File: config.mk
export PLATFORM = sky130hd
export DESIGN_NAME = stream_rate_dropout_monitor
export DESIGN_NICKNAME = d
export VERILOG_FILES = /design/src/srdm_pkg.sv /design/src/srdm_ctrl.sv /design/src/srdm_dp.sv /design/src/stream_rate_dropout_monitor.sv
export SDC_FILE = /design/constraint.sdc
export NUM_CORES = 2
export LEC_CHECK = 0
export CORE_UTILIZATION = 50
export DETAILED_ROUTE_END_ITERATION = 10
export DONT_BUFFER_PORTS = 1
export SYNTH_ARGS = -nofsm -noshare
export SYNTH_HDL_FRONTEND = slang
export SYNTH_HIERARCHICAL = 1
export SYNTH_SLANG_ARGS = --single-unit
File: constraint.sdc
create_clock -name clock -period 17.25 [get_ports clock]
set_input_delay 0.8625 -clock clock [delete_from_list [all_inputs] [get_ports clock]]
set_output_delay 0.8625 -clock clock [all_outputs]
set_load 0.01 [all_outputs]
File: src/srdm_pkg.sv
// Shared types and constants for the stream rate dropout monitor.
package srdm_pkg;

   localparam int RATE_BITS     = 10;
   localparam int MIN_BITS      = 24;
   localparam int OP_BITS       = 2;
   localparam int BYTE_CNT_BITS = 21;
   localparam int BITS_PER_BYTE = 8;
   localparam int DROPOUT_MIN_RESET = 100 * 1000;
   localparam int CSR_IDX_BITS  = 1;

   localparam logic [CSR_IDX_BITS-1:0] CSR_RATE   = 1'b0;
   localparam logic [CSR_IDX_BITS-1:0] CSR_DROPMIN = 1'b1;

   localparam logic [OP_BITS-1:0] OP_SAMPLE  = 2'd0;
   localparam logic [OP_BITS-1:0] OP_DATA    = 2'd1;
   localparam logic [OP_BITS-1:0] OP_LOST    = 2'd2;
   localparam logic [OP_BITS-1:0] OP_CONNECT = 2'd3;

   typedef enum logic [2:0] {
      ST_IDLE,
      ST_DIV1,
      ST_DIV2,
      ST_UPDATE,
      ST_OUT
   } srdm_state_type;

   // controller -> datapath
   typedef struct packed {
      logic load;      // capture item, scale elapsed time by rate/8
      logic div_step;  // one quotient bit
      logic div2_load; // start divide by rate
      logic update;    // commit state, fill result register
   } srdm_cmd_type;

   // datapath -> controller
   typedef struct packed {
      logic div_done;
   } srdm_status_type;

endpackage

File: src/srdm_ctrl.sv
// Controller sequencing the scaling step, the iterative divide and the state update.
module srdm_ctrl
   import srdm_pkg::*;
(
   input  logic            clock,
   input  logic            reset,
   input  logic            in_valid,
   output logic            in_ready,
   output logic            out_valid,
   input  logic            out_ready,
   input  srdm_status_type status,
   output srdm_cmd_type    cmd
);
   srdm_state_type state_ff, state_in;

   always_ff @(posedge clock) begin
      if (reset) begin
         state_ff <= ST_IDLE;
      end else begin
         state_ff <= state_in;
      end
   end

   always_comb begin
      state_in  = state_ff;
      cmd       = '0;
      in_ready  = 1'b0;
      out_valid = 1'b0;
      case (state_ff)
         ST_IDLE: begin
            in_ready = 1'b1;
            if (in_valid) begin
               cmd.load = 1'b1;
               state_in = ST_DIV1;
            end
         end
         ST_DIV1: begin
            // scaled elapsed time is ready; form the offset and start the divide
            cmd.div2_load = 1'b1;
            state_in      = ST_DIV2;
         end
         ST_DIV2: begin
            cmd.div_step = 1'b1;
            if (status.div_done) begin
               cmd.div_step = 1'b0;
               state_in     = ST_UPDATE;
            end
         end
         ST_UPDATE: begin
            cmd.update = 1'b1;
            state_in   = ST_OUT;
         end
         ST_OUT: begin
            out_valid = 1'b1;
            if (out_ready) begin
               state_in = ST_IDLE;
            end
         end
         default: state_in = ST_IDLE;
      endcase
   end
endmodule

File: src/srdm_dp.sv
// Datapath: schedule offset via a shift and a restoring divide, dropout and loss state.
module srdm_dp
   import srdm_pkg::*;
#(
   parameter int TIME_BITS  = 48,
   parameter int COUNT_BITS = 32
) (
   input  logic                          clock,
   input  logic                          reset,
   input  srdm_cmd_type                  cmd,
   output srdm_status_type               status,
   input  logic                          csr_we,
   input  logic [CSR_IDX_BITS-1:0]       csr_index,
   input  logic [MIN_BITS-1:0]           csr_wdata,
   input  logic [OP_BITS-1:0]            op,
   input  logic [TIME_BITS-1:0]          now_us,
   input  logic [BYTE_CNT_BITS-1:0]      byte_count,
   output logic                          started,
   output logic signed [TIME_BITS-1:0]   offset_us,
   output logic                          dropout_reported,
   output logic [TIME_BITS-1:0]          dropout_length_us,
   output logic signed [TIME_BITS-1:0]   dropout_depth_us,
   output logic [COUNT_BITS-1:0]         dropout_total,
   output logic [TIME_BITS-1:0]          longest_dropout_us,
   output logic signed [TIME_BITS-1:0]   deepest_dropout_us,
   output logic [COUNT_BITS-1:0]         disconnects,
   output logic [TIME_BITS-1:0]          disconnected_us
);
   // dividends: |el|*rate < 2^(T+10); (tot +- |el|*rate/8)*8 < 2^(T+11)
   localparam int DW   = TIME_BITS + RATE_BITS + 1;
   localparam int CW   = $clog2(DW + 1);
   localparam int SW   = TIME_BITS + 2;   // signed working width
   localparam int BYTE_SHIFT = $clog2(BITS_PER_BYTE);
   localparam logic [TIME_BITS-1:0] TMAX = '1;
   localparam logic [COUNT_BITS-1:0] CMAX = '1;
   localparam logic signed [SW-1:0] SPOS = SW'({1'b0, {(TIME_BITS-1){1'b1}}});
   localparam logic signed [SW-1:0] SNEG = -SPOS - SW'(1);

   logic [RATE_BITS-1:0] rate_ff;
   logic [MIN_BITS-1:0]  dmin_ff;

   always_ff @(posedge clock) begin
      if (reset) begin
         rate_ff <= RATE_BITS'(1);
         dmin_ff <= MIN_BITS'(DROPOUT_MIN_RESET);
      end else if (csr_we) begin
         if (csr_index == CSR_RATE) rate_ff <= csr_wdata[RATE_BITS-1:0];
         else                        dmin_ff <= csr_wdata;
      end
   end

   wire [RATE_BITS-1:0] rate_eff = (rate_ff == '0) ? RATE_BITS'(1) : rate_ff;

   // item capture
   logic [OP_BITS-1:0]       op_ff;
   logic [TIME_BITS-1:0]     now_ff;
   logic [BYTE_CNT_BITS-1:0] cnt_ff;

   // persistent state
   logic has_started_ff, loss_pending_ff, link_alive_ff;
   logic [TIME_BITS-1:0] start_stamp_ff, bytes_total_ff, drop_begin_ff, max_len_ff;
   logic [TIME_BITS-1:0] loss_time_ff, loss_stamp_ff;
   logic signed [TIME_BITS-1:0] prev_off_ff, drop_low_ff, min_depth_ff;
   logic [COUNT_BITS-1:0] drop_cnt_ff, loss_cnt_ff;

   // divider
   logic [DW-1:0]        quo_ff, rem_ff;
   logic [RATE_BITS-1:0] dvs_ff;
   logic [CW-1:0]        cnt_div_ff;
   logic                 neg_ff;      // sign of current quotient
   logic                 el_neg_ff;

   // elapsed magnitude and sign
   wire                 el_back = now_us < start_stamp_ff;
   wire [TIME_BITS-1:0] el_mag  = el_back ? start_stamp_ff - now_us : now_us - start_stamp_ff;
   wire [DW-1:0]        el_prod = DW'(el_mag) * DW'(rate_eff);

   // q1 = |el|*rate/8 ; off = tot - sgn*q1 ; then divide |off|*8 by rate
   wire [DW-1:0] q1 = quo_ff;
   wire [DW:0]   tot_x = (DW+1)'(bytes_total_ff);
   wire [DW:0]   q1_x  = (DW+1)'(q1);
   // el positive -> off = tot - q1 ; el negative -> off = tot + q1
   wire [DW:0]   sum_mag = tot_x + q1_x;
   wire          sub_neg = q1_x > tot_x;
   wire [DW:0]   sub_mag = sub_neg ? q1_x - tot_x : tot_x - q1_x;
   wire [DW:0]   off_mag = el_neg_ff ? sum_mag : sub_mag;
   wire          off_neg = el_neg_ff ? 1'b0 : sub_neg;

   // one restoring step
   wire [DW:0]   trial    = {rem_ff, quo_ff[DW-1]};
   wire          fits     = trial >= (DW+1)'(dvs_ff);
   wire [DW:0]   rem_next = fits ? trial - (DW+1)'(dvs_ff) : trial;

   assign status.div_done = (cnt_div_ff == '0);

   always_ff @(posedge clock) begin
      if (cmd.load) begin
         op_ff      <= op;
         now_ff     <= now_us;
         cnt_ff     <= byte_count;
         // /8 on the magnitude is a plain shift
         quo_ff     <= el_prod >> BYTE_SHIFT;
         el_neg_ff  <= el_back;
      end else if (cmd.div2_load) begin
         quo_ff     <= DW'(off_mag << BYTE_SHIFT);
         rem_ff     <= '0;
         dvs_ff     <= rate_eff;
         cnt_div_ff <= CW'(DW);
         neg_ff     <= off_neg;
      end else if (cmd.div_step) begin
         quo_ff     <= {quo_ff[DW-2:0], fits};
         rem_ff     <= rem_next[DW-1:0];
         cnt_div_ff <= cnt_div_ff - CW'(1);
      end
   end

   // saturated offset from the quotient
   logic signed [TIME_BITS-1:0] off_sat;
   always_comb begin
      if (neg_ff) begin
         if (quo_ff > DW'(SPOS) + DW'(1)) off_sat = SNEG[TIME_BITS-1:0];
         else off_sat = TIME_BITS'(-$signed({1'b0, quo_ff}));
      end else begin
         if (quo_ff > DW'(SPOS)) off_sat = SPOS[TIME_BITS-1:0];
         else off_sat = quo_ff[TIME_BITS-1:0];
      end
   end

   wire signed [TIME_BITS-1:0] off_v = has_started_ff ? off_sat : '0;
   wire open_drop  = has_started_ff && off_v < 0 && prev_off_ff >= 0;
   wire close_drop = has_started_ff && off_v >= 0 && prev_off_ff < 0;
   wire [TIME_BITS-1:0] len = (now_ff >= drop_begin_ff) ? now_ff - drop_begin_ff : '0;
   wire new_len   = max_len_ff < len;
   wire new_depth = min_depth_ff > drop_low_ff;
   wire interesting = close_drop &&
                      (len >= TIME_BITS'(dmin_ff) || new_len || new_depth);
   wire signed [TIME_BITS-1:0] low_base = open_drop ? '0 : drop_low_ff;

   wire is_read = (op_ff == OP_DATA) || (op_ff == OP_LOST);
   wire [TIME_BITS-1:0] loss_d = (now_ff >= loss_stamp_ff) ? now_ff - loss_stamp_ff : '0;
   wire [TIME_BITS:0] lt_sum = {1'b0, loss_time_ff} + {1'b0, loss_d};
   wire [TIME_BITS:0] bt_sum = {1'b0, bytes_total_ff} + (TIME_BITS+1)'(cnt_ff);

   always_ff @(posedge clock) begin
      if (reset) begin
         has_started_ff  <= 1'b0;
         loss_pending_ff <= 1'b0;
         link_alive_ff   <= 1'b0;
         start_stamp_ff  <= '0;
         bytes_total_ff  <= '0;
         drop_begin_ff   <= '0;
         max_len_ff      <= '0;
         loss_time_ff    <= '0;
         loss_stamp_ff   <= '0;
         prev_off_ff     <= '0;
         drop_low_ff     <= '0;
         min_depth_ff    <= '0;
         drop_cnt_ff     <= '0;
         loss_cnt_ff     <= '0;
      end else if (cmd.update) begin
         if (has_started_ff) begin
            if (open_drop) drop_begin_ff <= now_ff;
            if (close_drop) begin
               drop_begin_ff <= '0;
               if (new_len) max_len_ff <= len;
               if (new_depth) min_depth_ff <= drop_low_ff;
               if (interesting && drop_cnt_ff != CMAX) drop_cnt_ff <= drop_cnt_ff + 1'b1;
            end
            drop_low_ff <= (off_v < low_base) ? off_v : low_base;
            prev_off_ff <= off_v;
         end
         if (is_read) begin
            if (!has_started_ff) begin
               has_started_ff <= 1'b1;
               start_stamp_ff <= now_ff;
            end
            if (loss_pending_ff) begin
               loss_time_ff    <= lt_sum[TIME_BITS] ? TMAX : lt_sum[TIME_BITS-1:0];
               loss_pending_ff <= 1'b0;
            end
            if (op_ff == OP_DATA) begin
               bytes_total_ff <= bt_sum[TIME_BITS] ? TMAX : bt_sum[TIME_BITS-1:0];
            end else if (link_alive_ff) begin
               loss_stamp_ff   <= now_ff;
               loss_pending_ff <= 1'b1;
               if (loss_cnt_ff != CMAX) loss_cnt_ff <= loss_cnt_ff + 1'b1;
               link_alive_ff   <= 1'b0;
            end
         end else if (op_ff == OP_CONNECT) begin
            link_alive_ff <= 1'b1;
         end
      end
   end

   // result register (per-item fields)
   logic signed [TIME_BITS-1:0] off_out_ff, depth_out_ff;
   logic [TIME_BITS-1:0] len_out_ff;
   logic rep_out_ff;
   always_ff @(posedge clock) begin
      if (cmd.update) begin
         off_out_ff   <= off_v;
         rep_out_ff   <= interesting;
         len_out_ff   <= close_drop ? len : '0;
         depth_out_ff <= close_drop ? drop_low_ff : '0;
      end
   end

   assign started            = has_started_ff;
   assign offset_us          = off_out_ff;
   assign dropout_reported   = rep_out_ff;
   assign dropout_length_us  = len_out_ff;
   assign dropout_depth_us   = depth_out_ff;
   assign dropout_total      = drop_cnt_ff;
   assign longest_dropout_us = max_len_ff;
   assign deepest_dropout_us = min_depth_ff;
   assign disconnects        = loss_cnt_ff;
   assign disconnected_us    = loss_time_ff;
endmodule

File: src/stream_rate_dropout_monitor.sv
// Sequence from accept to result taken: the offset is formed from elapsed*rate/8
// (a shift), then a bit-serial restoring divide by the rate runs, then the state
// is updated and the result is held until taken.
// The block holds one item at a time; the next item is accepted once the result
// is taken.
// Reset: synchronous, active high; clears all monitor state, rate to 1 and
// minimum dropout length to 100000 us.
module stream_rate_dropout_monitor
   import srdm_pkg::*;
#(
   parameter int TIME_BITS  = 48,
   parameter int COUNT_BITS = 32
) (
   input  logic                     clock,
   input  logic                     reset,
   input  logic                     csr_we,
   input  logic [CSR_IDX_BITS-1:0]  csr_index,
   input  logic [MIN_BITS-1:0]      csr_wdata,
   input  logic                     req_valid,
   output logic                     req_ready,
   input  logic [OP_BITS-1:0]       req_op,
   input  logic [TIME_BITS-1:0]     req_now_us,
   input  logic [BYTE_CNT_BITS-1:0] req_byte_count,
   output logic                     rsp_valid,
   input  logic                     rsp_ready,
   output logic                     rsp_started,
   output logic signed [TIME_BITS-1:0] rsp_offset_us,
   output logic                     rsp_dropout_reported,
   output logic [TIME_BITS-1:0]     rsp_dropout_length_us,
   output logic signed [TIME_BITS-1:0] rsp_dropout_depth_us,
   output logic [COUNT_BITS-1:0]    rsp_dropout_total,
   output logic [TIME_BITS-1:0]     rsp_longest_dropout_us,
   output logic signed [TIME_BITS-1:0] rsp_deepest_dropout_us,
   output logic [COUNT_BITS-1:0]    rsp_disconnects,
   output logic [TIME_BITS-1:0]     rsp_disconnected_us
);
   srdm_cmd_type    cmd;
   srdm_status_type status;

   // controller: idle -> offset setup -> divide -> update -> hold result
   srdm_ctrl u_ctrl (
      .clock, .reset,
      .in_valid (req_valid), .in_ready (req_ready),
      .out_valid(rsp_valid), .out_ready(rsp_ready),
      .status, .cmd
   );

   // item fields are latched on the accept cycle (cmd.load)
   srdm_dp #(.TIME_BITS(TIME_BITS), .COUNT_BITS(COUNT_BITS)) u_dp (
      .clock, .reset, .cmd, .status,
      .csr_we, .csr_index, .csr_wdata,
      .op(req_op), .now_us(req_now_us), .byte_count(req_byte_count),
      .started(rsp_started), .offset_us(rsp_offset_us),
      .dropout_reported(rsp_dropout_reported),
      .dropout_length_us(rsp_dropout_length_us),
      .dropout_depth_us(rsp_dropout_depth_us),
      .dropout_total(rsp_dropout_total),
      .longest_dropout_us(rsp_longest_dropout_us),
      .deepest_dropout_us(rsp_deepest_dropout_us),
      .disconnects(rsp_disconnects),
      .disconnected_us(rsp_disconnected_us)
   );

   // never accept while a result is held
   a_no_overlap: assert property (@(posedge clock) disable iff (reset)
      !(req_ready && rsp_valid)) else $error("ready while result pending");

   // an accepted item cannot show its result in the next cycle
   a_latency: assert property (@(posedge clock) disable iff (reset)
      (req_valid && req_ready) |=> !rsp_valid) else $error("result too early");

   // deepest dropout never positive
   a_depth_sign: assert property (@(posedge clock) disable iff (reset)
      rsp_valid |-> !(rsp_deepest_dropout_us > 0)) else $error("deepest positive");
endmodule

==> results.md <==
- Status: finished, final reports clean
- CP max-delay cell: xor2_1
- Hold path depth: 1
- Reg clk slew, reported paths: 0.06 ns
- Max Root-Sink Buffers: 3
- Power per cell area: 105 nW/um^2
- Pre-CTS WS: 5.79 ns
- Input/output buffers: 0
- Most used cell along the critical path: fa_1
- Worst vdd ir: 0.0000959 V
- Hold crit path type: in -> reg
- Distinct cells, synth: 110
- Pins Over Slew Limit: 0
- Yosys warnings: 6
- DR WL/cell: 24.9 um
- Rows: 142
- Finished Core Util: 0.541
- Setup bufs post-CTS: 0
- Setup Skew: 0.0910 ns
- Final setup viols: 0
- Synth Area per Inst: 8.29 sq um
- Final min period: 10.96 ns
- Register area share after synthesis: 0.268
- DP HPWL: 215,000 um
- Area delta synth->final: 7.12%
- Buf/Inv on CP: 4
- Reg-to-reg setup timing slack: 6.29 ns
- DIE WIDTH: 392 um
- Finished Layout Cells: 11,100
- Seq. cell area: 20,300 sq um
- Most frequent cells after synthesis: nand2_1, inv_1, a21oi_1, nor2_1, ha_1
- Synth area leaders: edfxtp_1, dfxtp_1, ha_1
- R2R depth: 33
- Cts hold-fix bufs: 0
- Clk_lat worst skew: 0.78 ns
- Slew of the pin with the lowest slew margin: 1.32 ns
- Chip height: 392 um
- Crit path kind: reg -> reg
- Remaining DRCs: 0
- WP data arrival: 11.44 ns
- Count leader, synth: nand2_1
- IO Pins: 457
- Initial core utilization: 0.505
- Largest net degree at the start of global routing: 463
- Number of fill cells: 14,300
- Worst hold endpoint: u_ctrl/state_ff[1]
- Share of cells above drive strength 1: 0.0463
- Vias in the first global route: 64,600
- Initial antenna violation count: 31
- Slew headroom: 0.107
- DR pass1 iterations: 6
- Core ar.: 150,000 sq um
- Leak: 34.2 nW
- CP Launch Type: flip-flop
- Inst Count DP: 10,900
- H-Tree Level Count: 3
- Seq pwr share: 0.283
- Reg-to-Reg End: u_dp/q1[49]
- Area of the multi-input gates: 50,700 sq um
- Min setup slack post-route: 6.29 ns
- Area leader, netlist: edfxtp_1
- Overall Power: 8.58 mW
- Critical path endpoint category: flip-flop
- Vias/cell: 6.07
- Post-synth EDFFs: 348
- Area of the die: 153,000 sq um
- DRT antenna net count: 0
- Setup TNS: 0 ns
- Worst Hold Launch: reset
- CP peak stage delay: 0.90 ns
- # clock sinks: 841
- DRT iter0 DRCs: 6,069
- Synth Register Bits: 841
- Critical Path RT: 17.73 ns
- Via count: 67,200
- Top_reg_cell synth: dfxtp_1
- Final hold viol count: 0
- Max-cap violations: 0
- Synthesized cell area: 76,000 sq um
- Internal: 4.77 mW
- Post-CTS resize count: 0
- Clock power share: 0.262
- Tcrit/Tclk final: 0.635
- Synthesized instance count: 9,161
- Maximum fanout along the worst path: 20
- Sw Share: 0.444
- Logic pwr share: 0.455
- Async SR Flop Fraction: 0
- Sw power: 3.81 mW
- Placer's final routability congestion estimate: 1.02
- RSZ-0062 raised after global routing: no
- First-pass GRT wire length: 409,000 um
- Global route overflow: 0
- Fmax: 0.0913 GHz
- Num CTS Buffers: 99
- CTS tree: yes
- Mapped Nets: 10,300
- Root buffer cell: clkbuf_16
- WL final: 275,000 um
- Fin nets: 10,100
- Delay-heaviest family, CP: adder cells
- Tot GR Track Use: 0.350
- RR Startpoint: u_dp/start_stamp_ff[36]
- Share of the synthesized area in the top cell type: 0.138
==> state kept, by name, indices dropped and copies added (netlist names), 48 cells and up <==
name                     count
u_dp/q1                     59
u_dp/rem_ff                 59
u_dp/bytes_total_ff         48
u_dp/deepest_dropout_us     48
u_dp/disconnected_us        48
u_dp/drop_begin_ff          48
u_dp/drop_low_ff            48
u_dp/dropout_depth_us       48
u_dp/dropout_length_us      48
u_dp/longest_dropout_us     48
u_dp/loss_stamp_ff          48
u_dp/now_ff                 48
u_dp/offset_us              48
u_dp/start_stamp_ff         48
==> metrics by stage <==
stage          hold slack [ns]  area, sq um
6_report                 0.171        81400
5_1_grt                  0.137        81300
4_1_cts                  0.146        81300
3_5_place_dp             0.445        77800
3_3_place_gp             0.438        77800
2_1_floorplan            0.432        76000
==> cell type report <==
| cell class | instances | share of cell area |
|---|---|---|
| Clock inverter | 54 | 0.00873 |
| Inverter | 885 | 0.0408 |
| Antenna cell | 10 | 0.000308 |
| Multi-Input combinational cell | 7004 | 0.624 |
| Timing Repair Buffer | 118 | 0.0115 |
| Sequential cell | 841 | 0.250 |
| Clock buffer | 132 | 0.0341 |
| Tap cell | 2016 | 0.0310 |
==> cell usage in the layout, fill, tap and decap left out, types with 264 or more instances in the layout <==
master | synthesis | routed
nand2_1 | 1002 | 1001
inv_1 | 885 | 884
a21oi_1 | 851 | 851
nor2_1 | 779 | 773
ha_1 | 680 | 680
dfxtp_1 | 493 | 490
o21ai_0 | 406 | 405
fa_1 | 376 | 376
edfxtp_1 | 348 | 348
xnor2_1 | 266 | 266
and2_1 | 267 | 264
==> worst reg2reg max path: cells and delay by family, from the launching register on <==
kind,cells,cell delay (ns)
fa+ha+maj,7,3.38
compound gates,13,3.19
simple gates,7,1.88
xor+xnor,2,1.04
buf+inv,4,0.88
flops,1,0.33
==> power by group through the flow <==
stage / logic, mW / registers [mW] / clock network (mW)
2_1_floorplan: 2.55 / 2.38 / 0
4_1_cts: 3.80 / 2.42 / 2.29
3_3_place_gp: 3.76 / 2.46 / 0
5_1_grt: 4.23 / 2.43 / 2.36
6_report: 3.90 / 2.43 / 2.25
3_5_place_dp: 3.78 / 2.46 / 0
==> worst max-delay path by stage <==
| stage | startpoint | end | slack (ns) | cells after the start |
|---|---|---|---|---|
| floorplan | req_now_us[19] | u_dp/q1[49] | 7.18 | 37 |
| global placement | req_now_us[36] | u_dp/q1[53] | 5.95 | 35 |
| detailed placement | req_now_us[36] | u_dp/q1[53] | 5.79 | 34 |
| CTS | u_dp/start_stamp_ff[36] | u_dp/q1[49] | 6.35 | 33 |
| global route | u_dp/start_stamp_ff[36] | u_dp/q1[53] | 5.71 | 33 |
| finish | u_dp/start_stamp_ff[36] | u_dp/q1[49] | 6.29 | 33 |
==> per-layer routing <==
layer / wire [um] / vias up / GRT usage
met4: 16900 / 28 / 0.187
met5: 167 / - / 0
li1: - / 31400 / -
met3: 22600 / 589 / 0.0857
met2: 124000 / 2427 / 0.556
met1: 112000 / 32700 / 0.437
==> logic make-up after synthesis <==
group                      count (synthesis)  synth area share
xor gates and xnor gates                 422            0.0493
muxes                                    177            0.0239
adders and majority gates               1056             0.211
DFF                                      841             0.268
buffers and inverters                   1316            0.0662
and+or+nand+nor                         3034             0.189
AOI/OAI and AO/OA                       2315             0.193
(Power assumes the default switching activity.)
